==> src/rtl/rtd_pkg.sv <==
// Shared constants, breakpoint ROM, types and state encodings for the RTD converter.
`timescale 1ns / 1ps

package rtd_pkg;

  localparam int POINTS      = 58;
  localparam int IDX_W       = $clog2(POINTS);
  localparam int R_W         = 16;
  localparam int T_W         = 10;
  localparam int S_W         = 2;
  // Segment widths stay at or below 40 ohms, so 10*(r-r0) stays below 512.
  localparam int DEN_W       = 6;
  localparam int NUM_W       = 9;
  localparam int CNT_W       = $clog2(NUM_W + 1);
  localparam int QUEUE_DEPTH = 2;
  localparam int STEP_C      = 10;
  localparam int TEMP_FIRST  = -70;

  localparam logic signed [T_W-1:0] TEMP_UNDER = T_W'(TEMP_FIRST - 1);
  localparam logic signed [T_W-1:0] TEMP_OVER  = T_W'(TEMP_FIRST + STEP_C * (POINTS - 1) + 1);

  localparam logic [R_W-1:0] OHM_ROM [POINTS] = '{
    16'd723,  16'd763,  16'd803,  16'd842,  16'd882,  16'd921,  16'd960,  16'd1000,
    16'd1039, 16'd1077, 16'd1116, 16'd1155, 16'd1194, 16'd1232, 16'd1270, 16'd1309,
    16'd1347, 16'd1385, 16'd1422, 16'd1460, 16'd1498, 16'd1535, 16'd1573, 16'd1610,
    16'd1647, 16'd1684, 16'd1721, 16'd1758, 16'd1795, 16'd1831, 16'd1868, 16'd1904,
    16'd1941, 16'd1977, 16'd2013, 16'd2049, 16'd2084, 16'd2120, 16'd2156, 16'd2191,
    16'd2226, 16'd2262, 16'd2297, 16'd2332, 16'd2367, 16'd2401, 16'd2436, 16'd2470,
    16'd2505, 16'd2539, 16'd2573, 16'd2607, 16'd2641, 16'd2675, 16'd2709, 16'd2742,
    16'd2776, 16'd2809
  };

  typedef enum logic [S_W-1:0] {
    RANGE_INSIDE = 2'd0,
    RANGE_UNDER  = 2'd1,
    RANGE_OVER   = 2'd2
  } range_status_t;

  typedef enum logic [1:0] {
    F_IDLE,
    F_SEARCH,
    F_PUSH
  } front_state_t;

  typedef enum logic [1:0] {
    B_IDLE,
    B_DIV,
    B_FIX,
    B_DONE
  } back_state_t;

  typedef struct packed {
    logic [R_W-1:0]   r;
    logic [IDX_W-1:0] seg;
    range_status_t    status;
  } rtd_item_t;

  // Breakpoint temperatures are evenly spaced.
  function automatic logic signed [T_W-1:0] temp_at(input logic [IDX_W-1:0] idx);
    return T_W'(TEMP_FIRST + STEP_C * int'(idx));
  endfunction

endpackage

==> src/rtl/rtd_ifs.sv <==
// Valid/ready channel interfaces for resistance input and temperature result.
`timescale 1ns / 1ps

interface rtd_in_if;
  import rtd_pkg::*;
  logic           valid;
  logic           ready;
  logic [R_W-1:0] resistance_ohms;

  modport source (output valid, output resistance_ohms, input ready);
  modport sink   (input valid, input resistance_ohms, output ready);
endinterface

interface rtd_out_if;
  import rtd_pkg::*;
  logic                  valid;
  logic                  ready;
  logic signed [T_W-1:0] temperature_c;
  logic [S_W-1:0]        range_status;

  modport source (output valid, output temperature_c, output range_status, input ready);
  modport sink   (input valid, input temperature_c, input range_status, output ready);
endinterface

==> src/rtl/rtd_resistance_to_temperature_unit.sv <==
// Top level of the PT1000 resistance-to-temperature converter.
//
//  channel   direction  payload                                   handshake
//  in_chan   sink       resistance_ohms[15:0]                     valid & ready
//  out_chan  source     temperature_c[9:0] (signed), range_status valid & ready
//
// The front end takes a transaction, classifies it and runs a binary segment search
// over the breakpoint ROM, one step a cycle, then pushes the item to the queue;
// out-of-range values skip the search.
// The back end runs a 9-step restoring divider plus load, fix and output states;
// it takes no new item until its result is accepted; out-of-range items skip the divide.
// A 2-entry queue lets the front take new transactions while a result is stalled.
// Reset clears control state only; no clearing pass is needed.
`timescale 1ns / 1ps

module rtd_resistance_to_temperature_unit #(
  parameter int QUEUE_DEPTH = rtd_pkg::QUEUE_DEPTH
) (
  input  logic      clk,
  input  logic      rst_n,
  rtd_in_if.sink    in_chan,
  rtd_out_if.source out_chan
);
  import rtd_pkg::*;

  logic      push_valid, push_ready;
  logic      pop_valid, pop_ready;
  rtd_item_t push_item, pop_item;

  rtd_front u_front (
    .clk        (clk),
    .rst_n      (rst_n),
    .in_chan    (in_chan),
    .push_valid (push_valid),
    .push_item  (push_item),
    .push_ready (push_ready)
  );

  rtd_queue #(
    .DEPTH (QUEUE_DEPTH)
  ) u_queue (
    .clk        (clk),
    .rst_n      (rst_n),
    .push_valid (push_valid),
    .push_item  (push_item),
    .push_ready (push_ready),
    .pop_valid  (pop_valid),
    .pop_item   (pop_item),
    .pop_ready  (pop_ready)
  );

  rtd_back u_back (
    .clk       (clk),
    .rst_n     (rst_n),
    .pop_valid (pop_valid),
    .pop_item  (pop_item),
    .pop_ready (pop_ready),
    .out_chan  (out_chan)
  );

endmodule

==> src/rtl/rtd_front.sv <==
// Front end: accepts a resistance, classifies its range and binary-searches the segment.
`timescale 1ns / 1ps

module rtd_front (
  input  logic               clk,
  input  logic               rst_n,
  rtd_in_if.sink             in_chan,
  output logic               push_valid,
  output rtd_pkg::rtd_item_t push_item,
  input  logic               push_ready
);
  import rtd_pkg::*;

  front_state_t     state_r, state_nxt;
  logic [R_W-1:0]   r_r, r_nxt;
  logic [IDX_W-1:0] lo_r, lo_nxt;
  logic [IDX_W-1:0] hi_r, hi_nxt;
  range_status_t    status_r, status_nxt;
  logic [IDX_W:0]   mid_sum;
  logic [IDX_W-1:0] mid;

  assign mid_sum = {1'b0, lo_r} + {1'b0, hi_r};
  assign mid     = mid_sum[IDX_W:1];

  always_ff @(posedge clk) begin
    if (!rst_n) begin
      state_r <= F_IDLE;
    end else begin
      state_r <= state_nxt;
    end
  end

  always_ff @(posedge clk) begin
    r_r      <= r_nxt;
    lo_r     <= lo_nxt;
    hi_r     <= hi_nxt;
    status_r <= status_nxt;
  end

  always_comb begin
    state_nxt     = state_r;
    r_nxt         = r_r;
    lo_nxt        = lo_r;
    hi_nxt        = hi_r;
    status_nxt    = status_r;
    in_chan.ready = 1'b0;
    push_valid    = 1'b0;
    unique case (state_r)
      F_IDLE: begin
        in_chan.ready = 1'b1;
        if (in_chan.valid) begin
          r_nxt  = in_chan.resistance_ohms;
          lo_nxt = IDX_W'(1);
          hi_nxt = IDX_W'(POINTS - 1);
          if (in_chan.resistance_ohms < OHM_ROM[0]) begin
            status_nxt = RANGE_UNDER;
            state_nxt  = F_PUSH;
          end else if (in_chan.resistance_ohms > OHM_ROM[POINTS-1]) begin
            status_nxt = RANGE_OVER;
            state_nxt  = F_PUSH;
          end else begin
            status_nxt = RANGE_INSIDE;
            state_nxt  = F_SEARCH;
          end
        end
      end
      F_SEARCH: begin
        // Narrow to the first breakpoint at or above r, searching from index 1.
        if (lo_r == hi_r) begin
          state_nxt = F_PUSH;
        end else if (r_r <= OHM_ROM[mid]) begin
          hi_nxt = mid;
        end else begin
          lo_nxt = mid + 1'b1;
        end
      end
      F_PUSH: begin
        push_valid = 1'b1;
        if (push_ready) begin
          state_nxt = F_IDLE;
        end
      end
      default: state_nxt = F_IDLE;
    endcase
  end

  assign push_item = '{r: r_r, seg: lo_r, status: status_r};

endmodule

==> src/rtl/rtd_queue.sv <==
// Small FIFO that decouples the segment search from the divider.
`timescale 1ns / 1ps

module rtd_queue #(
  parameter int DEPTH = rtd_pkg::QUEUE_DEPTH
) (
  input  logic               clk,
  input  logic               rst_n,
  input  logic               push_valid,
  input  rtd_pkg::rtd_item_t push_item,
  output logic               push_ready,
  output logic               pop_valid,
  output rtd_pkg::rtd_item_t pop_item,
  input  logic               pop_ready
);
  import rtd_pkg::*;

  localparam int PTR_W = (DEPTH > 1) ? $clog2(DEPTH) : 1;

  rtd_item_t        mem_r [DEPTH];
  logic [PTR_W-1:0] wr_ptr_r, wr_ptr_nxt;
  logic [PTR_W-1:0] rd_ptr_r, rd_ptr_nxt;
  logic [PTR_W:0]   cnt_r, cnt_nxt;
  logic             do_push, do_pop;

  assign push_ready = (cnt_r != (PTR_W + 1)'(DEPTH));
  assign pop_valid  = (cnt_r != '0);
  assign pop_item   = mem_r[rd_ptr_r];
  assign do_push    = push_valid && push_ready;
  assign do_pop     = pop_valid && pop_ready;

  always_comb begin
    wr_ptr_nxt = wr_ptr_r;
    rd_ptr_nxt = rd_ptr_r;
    cnt_nxt    = cnt_r;
    if (do_push) begin
      wr_ptr_nxt = (wr_ptr_r == PTR_W'(DEPTH - 1)) ? '0 : wr_ptr_r + 1'b1;
    end
    if (do_pop) begin
      rd_ptr_nxt = (rd_ptr_r == PTR_W'(DEPTH - 1)) ? '0 : rd_ptr_r + 1'b1;
    end
    if (do_push && !do_pop) begin
      cnt_nxt = cnt_r + 1'b1;
    end else if (do_pop && !do_push) begin
      cnt_nxt = cnt_r - 1'b1;
    end
  end

  always_ff @(posedge clk) begin
    if (!rst_n) begin
      wr_ptr_r <= '0;
      rd_ptr_r <= '0;
      cnt_r    <= '0;
    end else begin
      wr_ptr_r <= wr_ptr_nxt;
      rd_ptr_r <= rd_ptr_nxt;
      cnt_r    <= cnt_nxt;
    end
  end

  always_ff @(posedge clk) begin
    if (do_push) begin
      mem_r[wr_ptr_r] <= push_item;
    end
  end

endmodule

==> src/rtl/rtd_back.sv <==
// Back end: serial divide of the segment slope and output register.
`timescale 1ns / 1ps

module rtd_back (
  input  logic               clk,
  input  logic               rst_n,
  input  logic               pop_valid,
  input  rtd_pkg::rtd_item_t pop_item,
  output logic               pop_ready,
  rtd_out_if.source          out_chan
);
  import rtd_pkg::*;

  back_state_t           state_r, state_nxt;
  logic signed [T_W-1:0] t0_r, t0_nxt;
  logic [DEN_W-1:0]      den_r, den_nxt;
  logic [DEN_W-1:0]      rem_r, rem_nxt;
  logic [NUM_W-1:0]      quo_r, quo_nxt;
  logic [CNT_W-1:0]      cnt_r, cnt_nxt;
  logic signed [T_W-1:0] result_r, result_nxt;
  range_status_t         status_r, status_nxt;

  logic [IDX_W-1:0] seg_lo;
  logic [R_W-1:0]   r0, r1, r_diff, seg_w;
  logic [DEN_W-1:0] diff;
  logic [NUM_W-1:0] num;
  logic [DEN_W:0]   rem_shift;
  logic             rnd;

  assign seg_lo    = pop_item.seg - 1'b1;
  assign r0        = OHM_ROM[seg_lo];
  assign r1        = OHM_ROM[pop_item.seg];
  assign r_diff    = pop_item.r - r0;
  assign seg_w     = r1 - r0;
  assign diff      = r_diff[DEN_W-1:0];
  // 10*diff as shift-and-add
  assign num       = NUM_W'({diff, 3'b000}) + NUM_W'({diff, 1'b0});
  assign rem_shift = {rem_r, quo_r[NUM_W-1]};
  // Negative segment start: round the quotient up so the sum truncates toward zero.
  assign rnd       = t0_r[T_W-1] && (rem_r != '0);

  always_ff @(posedge clk) begin
    if (!rst_n) begin
      state_r <= B_IDLE;
    end else begin
      state_r <= state_nxt;
    end
  end

  always_ff @(posedge clk) begin
    t0_r     <= t0_nxt;
    den_r    <= den_nxt;
    rem_r    <= rem_nxt;
    quo_r    <= quo_nxt;
    cnt_r    <= cnt_nxt;
    result_r <= result_nxt;
    status_r <= status_nxt;
  end

  always_comb begin
    state_nxt      = state_r;
    t0_nxt         = t0_r;
    den_nxt        = den_r;
    rem_nxt        = rem_r;
    quo_nxt        = quo_r;
    cnt_nxt        = cnt_r;
    result_nxt     = result_r;
    status_nxt     = status_r;
    pop_ready      = 1'b0;
    out_chan.valid = 1'b0;
    unique case (state_r)
      B_IDLE: begin
        pop_ready = 1'b1;
        if (pop_valid) begin
          status_nxt = pop_item.status;
          t0_nxt     = temp_at(seg_lo);
          den_nxt    = seg_w[DEN_W-1:0];
          quo_nxt    = num;
          rem_nxt    = '0;
          cnt_nxt    = '0;
          unique case (pop_item.status)
            RANGE_UNDER: begin
              result_nxt = TEMP_UNDER;
              state_nxt  = B_DONE;
            end
            RANGE_OVER: begin
              result_nxt = TEMP_OVER;
              state_nxt  = B_DONE;
            end
            default: state_nxt = B_DIV;
          endcase
        end
      end
      B_DIV: begin
        // One restoring step per cycle, quotient bits shift in behind the dividend.
        if (rem_shift >= {1'b0, den_r}) begin
          rem_nxt = DEN_W'(rem_shift - {1'b0, den_r});
          quo_nxt = {quo_r[NUM_W-2:0], 1'b1};
        end else begin
          rem_nxt = rem_shift[DEN_W-1:0];
          quo_nxt = {quo_r[NUM_W-2:0], 1'b0};
        end
        cnt_nxt = cnt_r + 1'b1;
        if (cnt_r == CNT_W'(NUM_W - 1)) begin
          state_nxt = B_FIX;
        end
      end
      B_FIX: begin
        result_nxt = t0_r + T_W'(quo_r) + T_W'(rnd);
        state_nxt  = B_DONE;
      end
      B_DONE: begin
        out_chan.valid = 1'b1;
        if (out_chan.ready) begin
          state_nxt = B_IDLE;
        end
      end
      default: state_nxt = B_IDLE;
    endcase
  end

  assign out_chan.temperature_c = result_r;
  assign out_chan.range_status  = status_r;

endmodule
==> src/flat_wrapper.sv <==
// flat-port wrapper written by rule: the top's interface ports become plain ports
module rtd_resistance_to_temperature_unit_flat import rtd_pkg::*;
#(
  parameter int QUEUE_DEPTH = rtd_pkg::QUEUE_DEPTH
)
  (clk, rst_n, in_chan_valid, in_chan_resistance_ohms, in_chan_ready, out_chan_valid, out_chan_temperature_c, out_chan_range_status, out_chan_ready);
  rtd_in_if in_chan_i ();
  rtd_out_if out_chan_i ();
  input  logic clk;
  input  logic rst_n;
  input wire logic [$bits(in_chan_i.valid)-1:0] in_chan_valid;
  input wire logic [$bits(in_chan_i.resistance_ohms)-1:0] in_chan_resistance_ohms;
  output wire logic [$bits(in_chan_i.ready)-1:0] in_chan_ready;
  output wire logic [$bits(out_chan_i.valid)-1:0] out_chan_valid;
  output wire logic [$bits(out_chan_i.temperature_c)-1:0] out_chan_temperature_c;
  output wire logic [$bits(out_chan_i.range_status)-1:0] out_chan_range_status;
  input wire logic [$bits(out_chan_i.ready)-1:0] out_chan_ready;
  assign in_chan_i.valid = in_chan_valid;
  assign in_chan_i.resistance_ohms = in_chan_resistance_ohms;
  assign in_chan_ready = in_chan_i.ready;
  assign out_chan_valid = out_chan_i.valid;
  assign out_chan_temperature_c = out_chan_i.temperature_c;
  assign out_chan_range_status = out_chan_i.range_status;
  assign out_chan_i.ready = out_chan_ready;
  rtd_resistance_to_temperature_unit #(.QUEUE_DEPTH(QUEUE_DEPTH)) u_core (.clk(clk), .rst_n(rst_n), .in_chan(in_chan_i), .out_chan(out_chan_i));
endmodule
==> config.mk <==
export PLATFORM = sky130hd
export DESIGN_NAME = rtd_resistance_to_temperature_unit_flat
export DESIGN_NICKNAME = d
export VERILOG_FILES = /design/src/rtl/rtd_pkg.sv /design/src/rtl/rtd_ifs.sv /design/src/rtl/rtd_resistance_to_temperature_unit.sv /design/src/rtl/rtd_front.sv /design/src/rtl/rtd_queue.sv /design/src/rtl/rtd_back.sv /design/src/flat_wrapper.sv
export SDC_FILE = /design/constraint.sdc
export NUM_CORES = 1
export LEC_CHECK = 0
export ABC_AREA = 1
export ABC_CLOCK_PERIOD_IN_PS = 6300
export BUFFER_PORTS_ARGS = -buffer_cell sky130_fd_sc_hd__buf_4
export CORE_ASPECT_RATIO = 1.5
export CORE_MARGIN = 1.5
export CORE_UTILIZATION = 40
export CTS_BUF_LIST = sky130_fd_sc_hd__clkbuf_8
export DETAILED_ROUTE_END_ITERATION = 10
export HOLD_SLACK_MARGIN = 0.12
export PLACE_DENSITY = 0.68
export SLEW_MARGIN = 20
export SYNTH_ARGS = -nofsm -noshare
export SYNTH_HDL_FRONTEND = slang
export SYNTH_SLANG_ARGS = --single-unit
==> constraint.sdc <==
create_clock -name clk -period 6.3 [get_ports clk]
set_clock_uncertainty 0.2 [all_clocks]
set_input_delay 0.315 -clock clk [delete_from_list [all_inputs] [get_ports clk]]
set_output_delay 0.315 -clock clk [all_outputs]
set_load 0.02 [all_outputs]
* Word-level counts from Yosys, hierarchy flattened
Memories as Yosys holds them, arrays and structs flattened. A register that Yosys moved wholly into a read port is not among the register bits. Index checks and enable logic that the tools add are counted.
Operators by class: multipliers 1, reductions and logical operators 24, bitwise logic cells 3, equal/unequal tests 20, add/subtract/negate cells 15, mux-type cells 49, order comparisons 7
Operators with widths (count):
- $mux W6 | 12
- $pmux W10 S2 | 2
- $pmux W6 S2 | 3
- $mux W16 | 2
- $mux W2 | 12
- $ge A7 B7 Y1 const B | 3
- $not A6 Y7 | 3
- $ne A2 B2 Y1 const B | 9
- $pmux W9 S2 | 1
- $sub A6 B6 Y6 | 3
- $gt A16 B12 Y1 const B | 1
- $le A16 B16 Y1 | 1
- $lt A16 B10 Y1 const B | 1
- $mux W1 | 11
- $add A10 B1 Y10 | 1
- $add A10 B9 Y10 | 1
- $add A8 B10 Y10 const A | 1
- $mux W10 | 1
- $reduce_bool A2 Y1 | 5
- $add A9 B7 Y9 | 1
- $mul A3 B6 Y9 const A | 1
- $mux W9 | 1
- $reduce_and A3 Y1 | 3
- $eq A2 B2 Y1 const B | 4
- 24 further kinds | 36
Word-level totals: memory bits (read-only) 3072, input bits 20, memory bits (writable) 48, output and inout bits 14, bits in registers 85, memories kept 4
Memories:
- (no name shown) | words 64, bits a word 16, rd ports 1, clocked after Yosys merged registers in 0, write ports 0, line rtd_front.sv:71 | end else if (r_r <= OHM_ROM[mid]) begin
- (no name shown) | words 64, bits a word 16, rd ports 1, clocked after Yosys merged registers in 0, write ports 0, line rtd_back.sv:32 | assign r1 = OHM_ROM[pop_item.seg];
- (no name shown) | words 64, bits a word 16, rd ports 1, clocked after Yosys merged registers in 0, write ports 0, line rtd_back.sv:31 | assign r0 = OHM_ROM[seg_lo];
- u_core.u_queue.mem_r | words 2, bits a word 24, rd ports 1, clocked after Yosys merged registers in 1, write ports 1, line rtd_queue.sv:20 | rtd_item_t mem_r [DEPTH];

* Depth between registers and ports, before layout
Gate-level depths: netlist of run 1.
depth in word-level cells 9, depth in mapped cells 39

* Modules after synthesis
From an unflattened synthesis of run 1, not the netlist that was laid out.
Unflattened totals: cells, all modules 1177, area total of the unflattened synthesis 9985.8 sq um
By module, submodules not included:
- rtd_back | sequential area each 1421.4 sq um, cells each 651, instances 1, area an instance 4932.2 sq um
- rtd_front | sequential area each 940.9 sq um, cells each 414, instances 1, area an instance 2972.9 sq um
- rtd_queue | sequential area each 1541.5 sq um, cells each 112, instances 1, area an instance 2080.7 sq um

* Worst setup path after synthesis of run 1
No wires, ideal clock.
path kind register to register, start register (tool-made name), end register u_core.u_back.quo_r[8] (data pin), cell stages (with the launch flop) 36, required time 5.846 ns, path slack 1.291 ns, library setup time 0.254 ns, buffers on the path 4, data arrival time 4.556 ns, path through dfxtp_1 buf_6 inv_6 buf_8 nand2_2 nand2_4 buf_2 ha_1 inv_1 ha_1 inv_1 clkbuf_1 nor2_1 nor3b_1 o21ai_0 o21ai_0 ha_1 inv_1 ha_1 inv_1 nand2_1 nand3_1 nand3_1 nand2_1 inv_1 ha_1 a21oi_1 inv_1 a31oi_1 nor2_1 nor2_1 inv_1 nand3_1 nand3_1 nand3_1 nand2_1
RTL lines:
- end signal, assigned | line rtd_back.sv:54 | quo_r <= quo_nxt;
- end, declared | line rtd_back.sv:18 | logic [NUM_W-1:0] quo_r, quo_nxt;

==> results.tsv, run 1 <==
stage	metric	value	unit
logic_synthesis	synth.distinct_cells	58	
critical_path	critPathMaxStageDelay	0.56	ns
timing	fmax	0.177	GHz
logic_synthesis	synth_seq_area_share	36.6	%
clock_network	cts.sinks	113	
clock_network	cts_tree	yes	
finish	layout_commonest_cell	nand2_1	
timing	hold_violations	0	
logic_synthesis	synthFlopType	edfxtp_1	
clock_network	worstSkewPairLatency	0.43	ns
logic_synthesis	yosys.area_share.adder	13.2	%
floorplan	initial_core_util	40.5	%
finish	nNetsFinal	1257	
clock_network	clockBufferDepth	2	
logic_synthesis	synth_top_area_share	34.6	%
timing	tightestPinTransition	1.06	ns
clock_network	cts_setup_buffers	0	
critical_path	r2r-end	u_core.u_back.quo_r[8]	
critical_path	cp-start-kind	register	
clock_network	clkSlewWorstSetupHoldPaths	0.07	ns
floorplan	die-width	126	um
timing	maxSlewViolCount	0	
logic_synthesis	syn-num-nets	1212	
routing	num_vias	7766	
logic_synthesis	synth-seq-cells	113	
logic_synthesis	synth_area	9040	um2
routing	dr.pass1.iters	10	
logic_synthesis	synth_compound_area_share	16.0	%
min_path	whs_path_depth	5	
critical_path	ff2ff_setup_slack	0.66	ns
global_routing	met2_usage	37.4	%
routing	detail-route-antenna-nets	0	
critical_path	criticalPathCategory	reg -> reg	
timing	fin_crit_sh	89.6	%
global_routing	grt_first_pass_wirelength	37.1	mm
clock_network	numCtsBuffers	17	
finish	antennaDiodeCount	0	
global_routing	gr-total-overflow	0	
global_routing	antenna_found_initial	0	
floorplan	io_pins	34	
critical_path	crit_path_max_fanout	15	
clock_network	htreeDepth	4	
routing	wl_per_cell	16.0	um
routing	drc	5	
clock_network	cts_root_buf	clkbuf_8	
routing	via_per_inst	5.42	
timing	post-route-min-period	5.64	ns
critical_path	worst_setup_path_end_kind	register	
place	routabilityCongestion	0.985	
logic_synthesis	synth_edf_count	104	
floorplan	core_area	22300	um2
critical_path	slowest_stage	ha_1	
logic_synthesis	synth_top_family_by_area	simple AND/OR/NAND/NOR gates	
finish	final_cell_mix	nand2_1, inv_1, edfxtp_1	
timing	final-setup-viol-count	0	
routing	drt-total-wl	23.0	mm
critical_path	arrival	5.62	ns
finish	fillers	2184	
logic_synthesis	synthSimpleGateAreaFrac	22.3	%
routing	drt-initial-drc-count	419	
min_path	min_to	u_core.u_back.state_r[0]	
logic_synthesis	synthMuxAreaShare	0.222	%
critical_path	crit_path_frequent_cell	inv_1	
floorplan	dieArea	23500	um2
timing	rsz0062_at_grt	no	
global_routing	track_usage	19.9	%
finish	drive_gt1_share	11.6	%
run	maxCapViolations	0	
logic_synthesis	ys_warn_count	0	
critical_path	required	6.28	ns
logic_synthesis	synth_largest_area_cell	edfxtp_1	
status	status	complete, but fails checks	
floorplan	die_h	187	um
logic_synthesis	synth_xor_area_share	3.02	%
floorplan	rows	67	
place	dp_hpwl	17.6	mm
logic_synthesis	avgSynthCellArea	8.21	um2
global_routing	grt_max_degree	22	
global_routing	grt-busiest-layer	met2	
timing	fin_setup_tns	0	ns
min_path	min-delay-start	out_chan_ready	
timing	slew_headroom	28.5	%
logic_synthesis	synthTopCellsByArea	edfxtp_1, ha_1, nand2_1, inv_1, o21ai_0	
logic_synthesis	synthCells	1100	
global_routing	grt_pass1_vias	7742	
min_path	hold_class	in -> reg	
global_routing	met3_usage	3.23	%
status	violations	design-rule violations	
critical_path	ff2ff_path_depth	30	
global_routing	met1_usage	20.1	%
finish	syn_to_final_growth	11.7	%
place	port_buffers	33	
logic_synthesis	synthArstFlopShare	0	%
## Yosys cell counts, drive strengths merged, types with 14 or more instances
library cell and number:
nor2 78, o21ai 107, clkbuf 15, a21oi 72, nand3 78, buf 21
ha 87, or2 14, xor2 18, edfxtp 104, nand2 239, inv 143
## worst max-delay path: cells and delay by family (launching register included)
kind                       cells  cell delay [ns]
adders and majority gates      5             1.57
DFF                            1             0.53
buffers and inverters          7             0.75
AOI/OAI and AO/OA              4             0.82
and+or+nand+nor               14             1.54
## cell families (layout without fill, tap and decap cells)
family	Yosys count	after routing
XOR/XNOR	29	29
buffers and inverters	180	238
flip-flops	113	113
AND/OR/NAND/NOR	435	435
multiplexers	2	2
AO/OA/AOI/OAI	249	249
adder cells (fa/ha/maj)	92	92
## worst max-delay path by stage
stage	depth (start not counted)	endpoint
floorplan	35	u_core.u_back.quo_r[8]
global placement	30	u_core.u_back.quo_r[8]
detailed placement	30	u_core.u_back.quo_r[8]
CTS	30	u_core.u_back.quo_r[8]
global route	30	u_core.u_back.quo_r[8]
finish	30	u_core.u_back.quo_r[8]
## layer usage
metal	up-vias	routed length [um]
met2	222	12300
li1	3866	-
met5	-	0
met1	3598	8570
met4	0	1310
met3	80	822
## cell type report
type	count	area, um2	area share [%]
tap	276	345	3.42
clock buffer	17	234	2.32
inverter	144	546	5.40
multi-input combinational	807	4970	49.2
sequential	113	3300	32.7
timing repair buffer	62	510	5.06
clock inverter	15	184	1.82
## sequential cells by signal (all words and copies together), names as in the netlist, 2 cells and up, named ones only
| name | flops |
|---|---|
| u_core.u_back.out_chan.temperature_c | 10 |
| u_core.u_queue.cnt_r | 2 |
| u_core.u_back.t0_r | 9 |
| u_core.u_back.den_r | 6 |
| u_core.u_back.quo_r | 9 |
| u_core.u_back.state_r | 2 |
| u_core.u_queue.mem_r | 28 |
| u_core.u_front.lo_r | 6 |
| u_core.u_front.state_r | 2 |
| u_core.u_front.hi_r | 6 |
| u_core.u_back.rem_r | 6 |
| u_core.u_back.out_chan.range_status | 2 |
| u_core.u_front.status_r | 2 |
| u_core.u_front.r_r | 16 |
| u_core.u_back.cnt_r | 4 |
## through the flow
step	hold slack [ns]	util, %	setup WS [ns]	instances	instance area (um2)
finish	0.205	45.3	0.656	1434	10100
detailed placement	0.247	42.5	0.454	1384	9480
floorplan	0.214	-	1.29	1100	9040
global route	0.228	45.3	0.114	1434	10100
CTS	0.171	45.2	0.422	1434	10100
global placement	0.230	42.5	0.594	1384	9480
## what timing repair did
action | 4_1_cts | 5_1_grt
hold buffers | 18 | 0
endpoints found under the setup margin | 0 | 2
gates resized for setup | 0 | 2
hold endpoints to repair | 27 | 0
Power of run 1 is not shown: default switching activity piles up to over one toggle a cycle in this logic, so the estimate is an artifact.
==> run 2, diff against run 1 <==
- ABC_CLOCK_PERIOD_IN_PS: 6300 -> 6400
- CORE_MARGIN: 1.5 -> default
- clock period: 6.3 -> 6.4 ns (I/O delays scaled with it)
==> results.tsv, run 2 (synthesis results as in run 1) <==
stage	metric	value	unit
timing	final-setup-viol-count	0	
timing	maxSlewViolCount	0	
min_path	hold_class	in -> reg	
clock_network	cts_root_buf	clkbuf_8	
routing	wl_per_cell	15.8	um
clock_network	cts.sinks	113	
status	status	finished, final reports clean	
critical_path	slowest_stage	ha_1	
floorplan	die_h	186	um
routing	drt-total-wl	22.6	mm
clock_network	clockBufferDepth	2	
global_routing	grt_first_pass_wirelength	36.6	mm
critical_path	ff2ff_setup_slack	0.64	ns
routing	detail-route-antenna-nets	0	
finish	antennaDiodeCount	0	
global_routing	grt_pass1_vias	7571	
timing	fmax	0.174	GHz
global_routing	antenna_found_initial	0	
critical_path	crit_path_frequent_cell	inv_1	
clock_network	clkSlewWorstSetupHoldPaths	0.08	ns
timing	tightestPinTransition	0.787	ns
critical_path	r2r-end	u_core.u_back.quo_r[8]	
global_routing	gr-total-overflow	0	
min_path	min-delay-start	out_chan_ready	
clock_network	numCtsBuffers	17	
timing	hold_violations	0	
critical_path	crit_path_max_fanout	20	
place	routabilityCongestion	1.02	
routing	num_vias	7839	
run	maxCapViolations	0	
clock_network	cts_tree	yes	
clock_network	htreeDepth	4	
critical_path	required	6.40	ns
place	port_buffers	33	
routing	drc	0	
timing	fin_crit_sh	90.0	%
finish	drive_gt1_share	11.7	%
finish	top_register	u_core.u_queue.mem_r	
global_routing	grt_max_degree	26	
critical_path	arrival	5.76	ns
floorplan	initial_core_util	40.7	%
routing	drt-initial-drc-count	450	
critical_path	ff2ff_path_depth	30	
finish	final_cell_mix	nand2_1, inv_1, edfxtp_1	
critical_path	cp-start-kind	register	
clock_network	worstSkewPairLatency	0.45	ns
place	dp_hpwl	17.3	mm
floorplan	die-width	125	um
min_path	whs_path_depth	5	
critical_path	worst_setup_path_end_kind	register	
finish	nNetsFinal	1257	
timing	rsz0062_at_grt	no	
timing	fin_setup_tns	0	ns
floorplan	io_pins	34	
timing	slew_headroom	47.3	%
routing	via_per_inst	5.47	
floorplan	rows	67	
critical_path	criticalPathCategory	reg -> reg	
finish	largest_reg_flops	28	
floorplan	dieArea	23200	um2
floorplan	core_area	22200	um2
finish	syn_to_final_growth	11.8	%
global_routing	track_usage	20.1	%
finish	layout_commonest_cell	nand2_1	
routing	dr.pass1.iters	5	
timing	post-route-min-period	5.76	ns
critical_path	critPathMaxStageDelay	0.55	ns
min_path	min_to	u_core.u_back.state_r[1]	
## run 2: cell types whose count changed in the layout (fill, tap and decap cells not counted)
| cell | change |
|---|---|
| clkinv_2 | +1 |
| inv_8 | +2 |
| clkinv_4 | -4 |
| clkinv_1 | -1 |
| inv_1 | -1 |
| inv_6 | +3 |
## run 2: worst max path at each step
stage | start | end | slack, ns | cells after the start
2_1_floorplan | register | u_core.u_back.quo_r[8] | 1.39 | 35
3_3_place_gp | register | u_core.u_back.quo_r[8] | 0.67 | 30
3_5_place_dp | register | u_core.u_back.quo_r[8] | 0.57 | 30
4_1_cts | register | u_core.u_back.quo_r[8] | 0.54 | 30
5_1_grt | register | u_core.u_back.quo_r[8] | 0.19 | 31
6_report | register | u_core.u_back.quo_r[8] | 0.64 | 30
## run 2: cell type report
cell class              instances  area, um2
fillers                      2133      12100
well taps                     276        345
clock inverters                15        195
repair buffers                 62        510
multi-input cells             807       4970
inverters                     144        546
clock buffers                  17        234
flip-flops and latches        113       3300
## run 2: what timing repair did
action / CTS / global route
setup buffers: 0 / 0
hold endpoints to repair: 27 / 0
gates resized for setup: 0 / 1
hold buffers: 18 / 0
setup endpoints to repair: 0 / 1
## run 2: metrics by stage
| stage | util (%) | hold slack [ns] | cells | cell area (um2) | setup WS, ns |
|---|---|---|---|---|---|
| after floorplan | - | 0.219 | 1100 | 9040 | 1.39 |
| after global placement | 42.7 | 0.237 | 1384 | 9480 | 0.672 |
| after detailed placement | 42.7 | 0.236 | 1384 | 9480 | 0.567 |
| after CTS | 45.4 | 0.179 | 1434 | 10100 | 0.541 |
| after global routing | 45.5 | 0.236 | 1434 | 10100 | 0.188 |
| final | 45.5 | 0.194 | 1434 | 10100 | 0.642 |
## run 2: layer usage
| layer | track usage (%) | wire length [um] | vias up |
|---|---|---|---|
| met2 | 38.0 | 12100 | 290 |
| li1 | - | - | 3878 |
| met4 | 13.6 | 1220 | 0 |
| met5 | 0 | 0 | - |
| met1 | 20.2 | 8340 | 3583 |
| met3 | 3.10 | 933 | 88 |
## run 2: worst max-delay path: cells and delay by family (launching register included)
family          cells  cell delay (ns)
compound gates      4             0.79
simple gates       14             1.60
buf+inv             7             0.74
fa+ha+maj           5             1.61
flops               1             0.54
Power of run 2 is left out for the same reason.
==> run 3, diff against run 2 <==
- ABC_AREA: 1 -> default
- CAP_MARGIN: default -> 20
- SKIP_CTS_REPAIR_TIMING: default -> 1
==> results.tsv, run 3 <==
stage	metric	value	unit
power_and_ir_drop	ir_worst_vdd	206	uV
critical_path	arrival	5.86	ns
timing	holdWs	0.197	ns
timing	fin_setup_tns	0	ns
timing	maxSlewViolCount	0	
finish	antennaDiodeCount	0	
logic_synthesis	synth.distinct_cells	82	
routing	drt-initial-drc-count	426	
place	place_inst	1256	
finish	largest_reg_flops	28	
place	routabilityCongestion	1.00	
routing	drc	3	
min_path	hold_class	in -> reg	
floorplan	dieArea	23500	um2
logic_synthesis	synth_common_cells	edfxtp_1, ha_1, nor2_1	
logic_synthesis	synth_xor_area_share	5.61	%
critical_path	path_cells	ha_1 -> inv_1 -> fa_1 -> inv_1 -> a21oi_1 -> o21ai_0 -> xnor2_2 -> buf_4 -> nand2_1 -> o22ai_1 -> a221oi_1 -> a21oi_1 -> ha_1 -> nor2b_1 -> o21a_1 -> o21a_1 -> o21a_1 -> o21a_1 -> o21a_1 -> o21a_1 -> o21ai_0 -> a21oi_1 -> o31ai_1 -> buf_4	
logic_synthesis	ys_warn_count	0	
finish	drive_gt1_share	13.6	%
routing	drt-total-wl	22.9	mm
timing	post-route-min-period	5.90	ns
critical_path	required	6.36	ns
place	port_buffers	33	
logic_synthesis	synth_area	9140	um2
floorplan	io_pins	34	
floorplan	die-width	125	um
logic_synthesis	synth_top_family_by_area	compound AO/OA/AOI/OAI gates	
global_routing	grt_pass1_vias	7354	
critical_path	crit_path_frequent_cell	o21a_1	
logic_synthesis	synthMuxAreaShare	4.26	%
logic_synthesis	yosys.area_share.adder	13.2	%
timing	fin_crit_sh	92.2	%
timing	final-setup-viol-count	0	
clock_network	numCtsBuffers	17	
global_routing	antenna_found_initial	0	
floorplan	initial_core_util	40.8	%
clock_network	clkSlewWorstSetupHoldPaths	0.07	ns
logic_synthesis	synth_edf_count	104	
global_routing	grt_first_pass_wirelength	36.8	mm
logic_synthesis	syn-num-nets	1084	
logic_synthesis	synth_seq_area_share	36.2	%
floorplan	core_area	22400	um2
routing	wl_per_cell	17.5	um
timing	tightestPinTransition	0.972	ns
clock_network	cts_tree	yes	
logic_synthesis	synthArstFlopShare	0	%
critical_path	worst_setup_path_end_kind	register	
timing	hold_violations	0	
logic_synthesis	synth_compound_area_share	22.0	%
clock_network	cts_root_buf	clkbuf_8	
finish	syn_to_final_growth	12.4	%
power_and_ir_drop	p_leak	0.00394	uW
floorplan	rows	67	
routing	detail-route-antenna-nets	0	
routing	num_vias	7695	
critical_path	criticalPathCategory	reg -> reg	
timing	fmax	0.169	GHz
finish	nNetsFinal	1128	
status	status	complete, but fails checks	
finish	layout_commonest_cell	edfxtp_1	
timing	rsz0062_at_grt	no	
critical_path	crit_path_max_fanout	15	
logic_synthesis	synthFlopType	edfxtp_1	
critical_path	cp-start-kind	register	
run	maxCapViolations	0	
place	dp_hpwl	17.4	mm
logic_synthesis	avgSynthCellArea	9.40	um2
finish	top_register	u_core.u_queue.mem_r	
logic_synthesis	synthSimpleGateAreaFrac	13.4	%
place	dpl_cell_area	9740	um2
finish	finalInstanceArea	10300	um2
global_routing	track_usage	19.8	%
logic_synthesis	yosysMostFrequentCell	edfxtp_1	
clock_network	worstSkewPairLatency	0.44	ns
clock_network	htreeDepth	4	
finish	fin_cells	1305	
power_and_ir_drop	cellPowerDensity	455	nW/um2
global_routing	grt_max_degree	33	
critical_path	critPathMaxStageDelay	0.54	ns
timing	slew_headroom	34.8	%
status	violations	design-rule violations	
clock_network	clockBufferDepth	2	
routing	dr.pass1.iters	8	
logic_synthesis	synthCells	972	
clock_network	cts.sinks	113	
logic_synthesis	synth-seq-cells	113	
logic_synthesis	synth_top_area_share	34.2	%
floorplan	die_h	187	um
global_routing	gr-total-overflow	0	
critical_path	slowest_stage	o21ai_0	
logic_synthesis	synthTopCellsByArea	edfxtp_1, ha_1, a21oi_1, xnor2_1, nor2_1	
logic_synthesis	synth_largest_area_cell	edfxtp_1	
routing	via_per_inst	5.90	
finish	final_cell_mix	edfxtp_1, nor2_1, ha_1	
## run 3: changes by cell type after synthesis, moves of 10 or more
cell      before  now
mux2_2         0   15
xnor2_1       11   39
a21o_1         0   13
nor2_1        72   87
inv_1        139   56
nand2_1      215   67
nand2_2       17    0
o21ai_0      102   56
nand3_1       70   13
or2_2         10    0
nor3_1         7   26
nor2b_1        0   12
o21a_1         3   16
clkbuf_1      15   43
## run 3: cell type report
class                      count  area, um2
timing repair buffer          83        666
multi-input combinational    740       5380
clock inverter                15        110
sequential                   113       3300
clock buffer                  17        234
tap                          276        345
fill                        2091      12100
inverter                      61        231
## run 3: path summary, 6_finish.rpt
path                                 to  cells after the start                  startpoint  slack, ns
max              u_core.u_front.hi_r[1]                     24      u_core.u_front.lo_r[0]       0.50
min            u_core.u_back.state_r[0]                      5              out_chan_ready       0.20
max reg2reg      u_core.u_front.hi_r[1]                     24      u_core.u_front.lo_r[0]       0.50
min reg2reg  u_core.u_queue.mem_r[0][0]                      0  u_core.u_front.status_r[0]       0.26
## run 3: logic make-up (layout without fill, tap and decap cells)
| kind of cell | Yosys count | in the layout |
|---|---|---|
| multiplexers | 32 | 32 |
| AND/OR/NAND/NOR | 254 | 254 |
| flip-flops | 113 | 113 |
| adder cells (fa/ha/maj) | 94 | 94 |
| XOR/XNOR | 57 | 57 |
| buffers and inverters | 119 | 176 |
| AO/OA/AOI/OAI | 303 | 303 |
## run 3: per-stage QoR
step	power (uW)	util, %	setup WS (ns)
after floorplan	3400	-	0.114
after detailed placement	4060	43.5	0.571
after CTS	4670	45.1	0.531
after global placement	4020	43.5	0.536
after global routing	5040	45.9	0.109
final	4670	45.9	0.499
## run 3: where the power goes
group	internal [uW]	switching, uW	leakage (uW)
Combinational	1230	1630	0.00275
Sequential	1130	104	0.00103
Clock	269	313	0.000167
## run 3: per-layer routing
layer / GRT usage (%) / vias up / share of wire (%) / wire length (um)
li1: - / 3703 / - / -
met1: 20.7 / 3662 / 37 / 8440
met2: 37.7 / 265 / 54 / 12400
met3: 2.86 / 65 / 4.4 / 1000
met4: 10.5 / 0 / 4.3 / 987
met5: 0 / - / 0 / 0
## run 3: worst max-delay path: cells and delay by family, from the launching register on
kind	cells	cell delay, ns
AO/OA/AOI/OAI	14	2.87
adder cells (fa/ha/maj)	3	0.89
buffers and inverters	4	0.61
flip-flops	1	0.40
XOR/XNOR	1	0.36
AND/OR/NAND/NOR	2	0.29
Note: power is estimated with default switching activity, not from simulation.
